`config.mk`:
```
export PLATFORM = sky130hd
export DESIGN_NAME = bapl_ctrl
export DESIGN_NICKNAME = d
export VERILOG_FILES = /design/src/rtl/bapl_pkg.sv /design/src/rtl/bapl_ctrl.sv
export SDC_FILE = /design/constraint.sdc
export NUM_CORES = 1
export LEC_CHECK = 0
export BUFFER_PORTS_ARGS = -buffer_cell sky130_fd_sc_hd__buf_4
export CAP_MARGIN = 20
export CORE_AREA = 2 2 39 41
export CTS_CLUSTER_DIAMETER = 80
export DETAILED_ROUTE_END_ITERATION = 8
export DIE_AREA = 0 0 41 43
export GPL_ROUTABILITY_DRIVEN = 0
export PLACE_DENSITY_LB_ADDON = 0.3
export SETUP_SLACK_MARGIN = 0.4
export SLEW_MARGIN = 20
export SYNTH_ARGS = -nofsm -noshare
export SYNTH_HDL_FRONTEND = slang
export SYNTH_SLANG_ARGS = --single-unit
```
`constraint.sdc`:
```
create_clock -name clk -period 1.05 [get_ports clk]
set_input_delay 0.1575 -clock clk [delete_from_list [all_inputs] [get_ports clk]]
set_output_delay 0.1575 -clock clk [all_outputs]
set_load 0.01 [all_outputs]
```
`src/rtl/bapl_pkg.sv`:
```
// Shared types, constants and helper functions of the mosaic block averager.
// No dependencies; every other file of the block but bapl_ram uses this package.
`timescale 1ns / 1ps

package bapl_pkg;

    // Block geometry
    localparam int BLOCK_SIDE = 3;
    localparam int MAX_PIXELS = BLOCK_SIDE * BLOCK_SIDE;
    localparam int CNT_W      = $clog2(MAX_PIXELS + 1);
    localparam int SUM_W      = $clog2(255 * MAX_PIXELS + 1);

    // Colour table
    localparam int TBL_DEPTH  = 32768;
    localparam int TBL_AW     = $clog2(TBL_DEPTH);
    localparam int COLOUR_W   = 16;

    // Stream widths
    localparam int S_DATA_W   = 48;
    localparam int M_DATA_W   = 16;

    // tuser item kinds
    localparam logic KIND_PIXEL = 1'b0;
    localparam logic KIND_TABLE = 1'b1;

    // Posterize thresholds and levels
    localparam int TH_LOW  = 42;
    localparam int TH_MID  = 128;
    localparam int TH_HIGH = 212;
    localparam logic [7:0] LVL_1 = 8'd85;
    localparam logic [7:0] LVL_2 = 8'd170;
    localparam logic [7:0] LVL_3 = 8'd255;

    // Luminance weights and limits
    localparam logic [7:0] LUM_WR   = 8'd77;
    localparam logic [7:0] LUM_WG   = 8'd150;
    localparam logic [7:0] LUM_WB   = 8'd29;
    localparam logic [7:0] DARK_LIM = 8'd30;
    localparam logic [7:0] DARK_AMT = 8'd30;
    localparam logic [7:0] WHITE_LIM = 8'd220;

    // Controller to datapath commands
    typedef struct packed {
        logic pix_acc;   // add accepted pixel to the block sums
        logic tbl_wr;    // store accepted table word
        logic post;      // posterize the closed block, clear sums
        logic lum;       // luminance adjust and pack
        logic tbl_rd;    // read colour table at packed colour
        logic out_load;  // load the output register
    } bapl_cmd_t;

    // Datapath to controller status
    typedef struct packed {
        logic tbl_en;    // colour table mapping enabled
        logic out_full;  // output register holds an item that m_tready does not take this cycle
    } bapl_sts_t;

    // floor(s / n) < k  <=>  s < k * n, so the average never needs a divider
    function automatic logic [7:0] posterize(input logic [SUM_W-1:0] s,
                                             input logic [CNT_W-1:0] n);
        logic [SUM_W-1:0] n_ext;
        logic [SUM_W-1:0] lim_lo;
        logic [SUM_W-1:0] lim_mid;
        logic [SUM_W-1:0] lim_hi;
        logic [7:0]       lvl;
        n_ext   = SUM_W'(n);
        lim_lo  = SUM_W'(TH_LOW) * n_ext;
        lim_mid = SUM_W'(TH_MID) * n_ext;
        lim_hi  = SUM_W'(TH_HIGH) * n_ext;
        if (s < lim_lo)
            lvl = 8'd0;
        else if (s < lim_mid)
            lvl = LVL_1;
        else if (s < lim_hi)
            lvl = LVL_2;
        else
            lvl = LVL_3;
        return lvl;
    endfunction

    function automatic logic [7:0] darken(input logic [7:0] v);
        return (v > DARK_AMT) ? (v - DARK_AMT) : 8'd0;
    endfunction

endpackage

```
`src/rtl/bapl_ctrl.sv`:
```
// Sequencer of the mosaic block averager: handshakes and step commands.
// Depends on bapl_pkg.
`timescale 1ns / 1ps

module bapl_ctrl (
    input  logic                clk,
    input  logic                rst_n,
    input  logic                s_tvalid,
    output logic                s_tready,
    input  logic                s_tlast,
    input  logic                s_tuser,
    input  bapl_pkg::bapl_sts_t sts,
    output bapl_pkg::bapl_cmd_t cmd
);

    import bapl_pkg::*;

    localparam logic [2:0] ST_IDLE = 3'd0;
    localparam logic [2:0] ST_POST = 3'd1;
    localparam logic [2:0] ST_LUM  = 3'd2;
    localparam logic [2:0] ST_LOOK = 3'd3;
    localparam logic [2:0] ST_DONE = 3'd4;

    logic [2:0] state_reg;
    logic [2:0] state_next;
    logic       accept;

    assign s_tready = (state_reg == ST_IDLE);
    assign accept   = s_tvalid && s_tready;

    // Next state and commands
    always_comb
    begin
        state_next   = state_reg;
        cmd          = '0;
        cmd.pix_acc  = accept && (s_tuser == KIND_PIXEL);
        cmd.tbl_wr   = accept && (s_tuser == KIND_TABLE);
        unique case (state_reg)
            ST_IDLE:
            begin
                if (accept && (s_tuser == KIND_PIXEL) && s_tlast)
                    state_next = ST_POST;
            end
            ST_POST:
            begin
                cmd.post   = 1'b1;
                state_next = ST_LUM;
            end
            ST_LUM:
            begin
                cmd.lum    = 1'b1;
                state_next = sts.tbl_en ? ST_LOOK : ST_DONE;
            end
            ST_LOOK:
            begin
                cmd.tbl_rd = 1'b1;
                state_next = ST_DONE;
            end
            ST_DONE:
            begin
                if (!sts.out_full)
                begin
                    cmd.out_load = 1'b1;
                    state_next   = ST_IDLE;
                end
            end
            default:
            begin
                state_next = ST_IDLE;
            end
        endcase
    end

    // State register
    always_ff @(posedge clk or negedge rst_n)
    begin
        if (!rst_n)
            state_reg <= ST_IDLE;
        else
            state_reg <= state_next;
    end

endmodule

```
==> results of run 1 <==
## what timing repair did
item,in CTS,in global routing
buffers inserted,2,3
hold buffers,1,0
pin swaps,4,2
gates resized for setup,5,4
endpoints found under the setup margin,10,10
hold endpoints to repair,3,0
## cell families (layout without fill, tap and decap cells)
kind of cell | Yosys count | count (layout) | share of synthesized area [%]
flops | 3 | 3 | 32.8
buf+inv | 3 | 27 | 10.4
simple gates | 14 | 14 | 44.8
compound gates | 3 | 3 | 12.0
## cells in the final DEF, fill, tap and decap left out, drive strengths merged
cell type and count:
clkbuf 4, a32o 1, a211oi 1, nand3b 1, nor3b 2, nand4bb 1
and4b 1, and4bb 1, a21oi 1, nor4b 1, dfrtp 3, nor2b 1
nand2 1, nor2 1, and2 1, dlygate4sd3 1, nor3 1, nand2b 2
buf 22
## stage by stage
step                      TNS, ns  cell area, sq um  hold slack, ns
after floorplan                 0               260          -0.138
after global placement     -0.476               380         -0.0525
after detailed placement   -0.647               380         -0.0501
after CTS                   -1.82               444           0.202
after global routing        -2.27               475           0.212
final                       -1.83               475           0.210
## final cells by class
class	count	share of cell area, %
Timing Repair Buffer	23	38.4
Multi-Input combinational cell	17	35.3
Sequential cell	3	16.6
Clock buffer	4	5.53
Tap cell	16	4.21
## worst paths after layout
path / startpoint / cells after the start / slack (ns) / to
max: state_reg[1] / 3 / -0.27 / cmd[5]
min: sts[1] / 3 / 0.21 / state_reg[0]
max reg2reg: state_reg[1] / 3 / -0.10 / state_reg[0]
min reg2reg: state_reg[2] / 3 / 0.74 / state_reg[0]
max in group asynchronous: rst_n / 2 / 0.69 / state_reg[0]
min in group asynchronous: rst_n / 2 / 0.25 / state_reg[1]
## worst register-to-register path: stages (launching register included)
cell and delay, ns:
dfrtp_2 0.47, buf_4 0.17, nand4bb_1 0.22, a211oi_2 0.20
## where the power goes
part	switching, W	internal (W)	total [W]
sequential	0.000109	0.000169	0.000278
combinational	0.000263	0.000480	0.000743
clock	0.0000669	0.000143	0.000210
total	0.000439	0.000792	0.00123
## layer usage
| layer | wire length, um | part of all wire, % | GRT usage (%) |
|---|---|---|---|
| met1 | 332 | 44 | 12.6 |
| met3 | 67 | 8.8 | 3.66 |
| met2 | 361 | 48 | 13.8 |
| met5 | 0 | 0 | 0 |
| met4 | 0 | 0 | 6.00 |
==> run_results.csv, run 1 <==
group,metric,value,unit
grt,grt_pass1_wl,1.17,mm
floorplan,die_x,41,um
timing,fin_crit_sh,126,%
worst_setup_path,path_buf_inv,1,
final_layout,largest_reg_flops,3,
worst_setup_path,crit_required,0.89,ns
final_layout,regArea,78.8,sq um
timing,maxSlewViolCount,0,
synth,syn_avg_cell_area,9.96,sq um
timing,tightest_slew,0.196,ns
synth,synth_area_leaders,"dfrtp_1, nor3b_1, a211oi_2",
routing,drtIter0Drc,1,
synth,yosysMostFrequentCell,"dfrtp_1",
final_layout,drive_gt1_share,74.5,%
power_and_ir_drop,power.leakage,0.220,nW
power_and_ir_drop,total_power,0.00123,W
routing,wl,760,um
worst_setup_path,crit_family,"flip-flops",
clock_tree,cts.sinks,3,
synth,synth_edf_count,0,
clock_tree,cts_buffers,3,
timing,clock_skew,0.00170,ns
synth,synth.distinct_cells,19,
synth,syn_nets,30,
clock_tree,path_clk_slew,0.04,ns
placement,port_buffers,13,
job,cap_violations,0,
synth,ys_ff_latch,3,
synth,yosys_most_used_dff,"dfrtp_1",
clock_tree,clock_latency,0.23,ns
hold_path,hold_class,"input port to flip-flop",
routing,drt-wirelength-per-cell,12.1,um
worst_setup_path,worstSetupPathType,"flip-flop to output port",
final_layout,finalNonFillerCells,63,
worst_setup_path,path_cells,"nor2_4, and4bb_2, buf_6",
grt,grt_pass1_vias,281,
floorplan,start_util,16.5,%
floorplan,fp.coreArea,0.00138,sq mm
synth,yosysWarningCount,0,
routing,remaining_drc_errors,0,
synth,netlist_area,229,sq um
routing,ant_nets,0,
timing,max-slew-margin-rel,86.9,%
routing,dr.pass1.iters,2,
worst_setup_path,endpoint_kind,"output port",
grt,antenna_found_initial,0,
routing,via_count,269,
final_layout,syn2layout_area_growth,108,%
floorplan,die_h,43,um
synth,synthCells,23,
timing,rsz0062_at_grt,"true",
power_and_ir_drop,peakVddDrop,0.770,mV
placement,dpl.hpwl,496,um
grt,grt_max_degree,10,
floorplan,die_area,0.00176,sq mm
power_and_ir_drop,power_density,2590,mW/mm^2
worst_setup_path,crit_slowest_cell,"dfrtp_2",
placement,dp_slack,-0.125,ns
clock_tree,root_buffer,"clkbuf_4",
floorplan,pin_count,14,
final_layout,antenna_cells,0,
synth,synth.top_cells.by_count,"dfrtp_1, nand2b_1, nor3b_1",
timing,post-route-min-period,1.32,ns
final_layout,multi_input_area,168,sq um
final_layout,fin_util,34.4,%
worst_setup_path,cp_data_arrival_time,1.17,ns
synth,ys_seq_area_share,32.8,%
routing,via_per_inst,4.27,
worst_setup_path,crit_path_max_fanout,7,
grt,overflow,0,
clock_tree,cts_max_level,1,
clock_tree,tritoncts,"yes",
final_layout,nNetsFinal,55,
worst_setup_path,start_kind,"flip-flop",
floorplan,num_rows,14,
worst_setup_path,cp_slowest_stage_delay,0.47,ns
timing,setup_viol,9,
run_status,outcome,"complete, but fails checks",
final_layout,fillers,144,
timing,fmax,756,MHz
placement,placed_cells,53,
synth,async_flop_share,100,%
timing,setup_slack,-0.273,ns
clock_tree,clockBufferDepth,2,
timing,hold_viol_final,0,
run_status,violations,"negative setup slack",
grt,grt.total_usage,9.95,%
synth,yosys.area.top_type,"dfrtp_1",
synth,synth_top_area_share,32.8,%
(Power assumes the default switching activity.)
==> run 2, diff against run 1 <==
- CTS_BUF_LIST: unset -> sky130_fd_sc_hd__clkbuf_2
==> run 2 against run 1 <==
The run still ends with negative setup slack left. Via count rose by 1.1%. Clock power fell by 20%. Register-to-register slack barely moved. Worst setup slack improved by 0.024 ns. Global-route usage fell by 0.30 points. Critical path type unchanged. Core utilization fell by 0.45 points. Cell area fell by 1.3%. Largest cell class unchanged. Combinational power barely moved.
==> run_results.csv, run 2 (synthesized netlist as in run 1, its figures left out) <==
group,metric,value,unit
run_status,outcome,"complete, but fails checks",
run_status,violations,"negative setup slack",
worst_setup_path,endpoint_kind,"output port",
timing,setup_viol,9,
worst_setup_path,path_cells,"nor2_4, and4bb_2, buf_6",
routing,dr.pass1.iters,1,
worst_setup_path,crit_slowest_cell,"dfrtp_2",
final_layout,fin_util,33.9,%
routing,via_per_inst,4.32,
timing,max-slew-margin-rel,86.9,%
clock_tree,cts_max_level,1,
floorplan,die_x,41,um
grt,grt_pass1_wl,1.12,mm
timing,rsz0062_at_grt,"true",
hold_path,min_path_cells,3,
worst_setup_path,worstSetupPathType,"flip-flop to output port",
worst_setup_path,cp_slowest_stage_delay,0.47,ns
routing,met1_length,331,um
power_and_ir_drop,power.leakage,0.221,nW
final_layout,largest_reg_flops,3,
timing,post-route-min-period,1.30,ns
job,cap_violations,0,
final_layout,antenna_cells,0,
final_layout,finalNonFillerCells,63,
timing,setup_slack,-0.248,ns
clock_tree,cts_buffers,3,
final_layout,drive_gt1_share,76.6,%
floorplan,die_h,43,um
worst_setup_path,start_kind,"flip-flop",
routing,drt-wirelength-per-cell,12.0,um
clock_tree,root_buffer,"clkbuf_2",
routing,met3_length,66,um
timing,tightest_slew,0.196,ns
timing,maxSlewViolCount,0,
power_and_ir_drop,peakVddDrop,0.770,mV
clock_tree,cts.sinks,3,
placement,post_dp_cell_area,380,sq um
routing,via_count,272,
worst_setup_path,cp_data_arrival_time,1.14,ns
clock_tree,clockBufferDepth,2,
hold_path,hold_class,"input port to flip-flop",
routing,wl,757,um
worst_setup_path,r2r_cells,3,
clock_tree,tritoncts,"yes",
placement,placed_cells,53,
final_layout,final_common_cell,"buf_4",
final_layout,syn2layout_area_growth,105,%
floorplan,start_util,16.5,%
placement,port_buffers,13,
floorplan,pin_count,14,
grt,antenna_found_initial,0,
routing,drtIter0Drc,0,
timing,fin_crit_sh,124,%
floorplan,num_rows,14,
timing,clock_skew,0.00245,ns
routing,routed.top_layer,"met3",
floorplan,die_area,0.00176,sq mm
timing,fmax,770,MHz
power_and_ir_drop,power_density,2540,mW/mm^2
worst_setup_path,crit_required,0.89,ns
clock_tree,clock_latency,0.21,ns
final_layout,fin_area,469,sq um
placement,dpl.hpwl,496,um
worst_setup_path,crit_path_max_fanout,7,
routing,ant_nets,0,
grt,grt_pass1_vias,273,
final_layout,final_cell_mix,"buf_4, clkbuf_2, dfrtp_2",
grt,grt_max_degree,10,
grt,overflow,0,
grt,grt.total_usage,9.65,%
routing,remaining_drc_errors,0,
timing,hold_viol_final,0,
floorplan,fp.coreArea,0.00138,sq mm
clock_tree,path_clk_slew,0.05,ns
final_layout,nNetsFinal,55,
routing,routed-wl-met2,359,um
final_layout,fillers,142,
timing,finalSetupTns,-1.68,ns
==> run 2: changes by cell type in the layout (fill, tap and decap cells not counted) <==
cell	change
clkbuf_2	+4
clkbuf_4	-3
clkbuf_1	-1
==> run 2: final timing paths <==
kind / from / end / slack, ns
max: state_reg[1] / cmd[5] / -0.25
min: sts[1] / state_reg[0] / 0.24
max reg2reg: state_reg[1] / state_reg[0] / -0.11
min reg2reg: state_reg[2] / state_reg[1] / 0.74
max in group asynchronous: rst_n / state_reg[0] / 0.67
min in group asynchronous: rst_n / state_reg[1] / 0.28
==> run 2: what timing repair did <==
action                                 in CTS  in global routing
hold buffers                                1                  0
setup endpoints to repair                  10                 10
pin swaps                                   4                  2
resized for setup                           5                  4
setup buffers                               2                  3
endpoints found under the hold margin       3                  0
==> run 2: critical path: cells and delay by family, from the launching register on <==
family	cells	cell delay [ns]
flops	1	0.47
simple gates	2	0.36
buf+inv	1	0.10
==> run 2: layout make-up <==
cell class                      count  area (sq um)  area share, %
Multi-Input combinational cell     17           168           35.7
Clock buffer                        4          20.0           4.27
Tap cell                           16          20.0           4.27
Timing Repair Buffer               23           183           38.9
Sequential cell                     3          78.8           16.8
==> run 2: metal layers <==
metal | global-route usage (%) | vias to the layer above
met1 | 12.6 | 126
met5 | 0 | -
li1 | - | 131
met4 | 6.00 | 0
met3 | 3.66 | 0
met2 | 12.8 | 15
==> run 2: report_power, final <==
part           total, W  switching (W)  internal (W)
registers      0.000280       0.000111      0.000169
logic          0.000743       0.000263      0.000480
clock network  0.000167      0.0000667      0.000101
==> run 2: stage by stage <==
step	total power [W]	hold slack, ns	setup slack, ns
floorplan	0.000590	-0.138	0.0523
global placement	0.000815	-0.0525	-0.0942
detailed placement	0.000825	-0.0501	-0.125
CTS	0.00108	0.215	-0.275
global route	0.00129	0.226	-0.316
finish	0.00119	0.237	-0.248
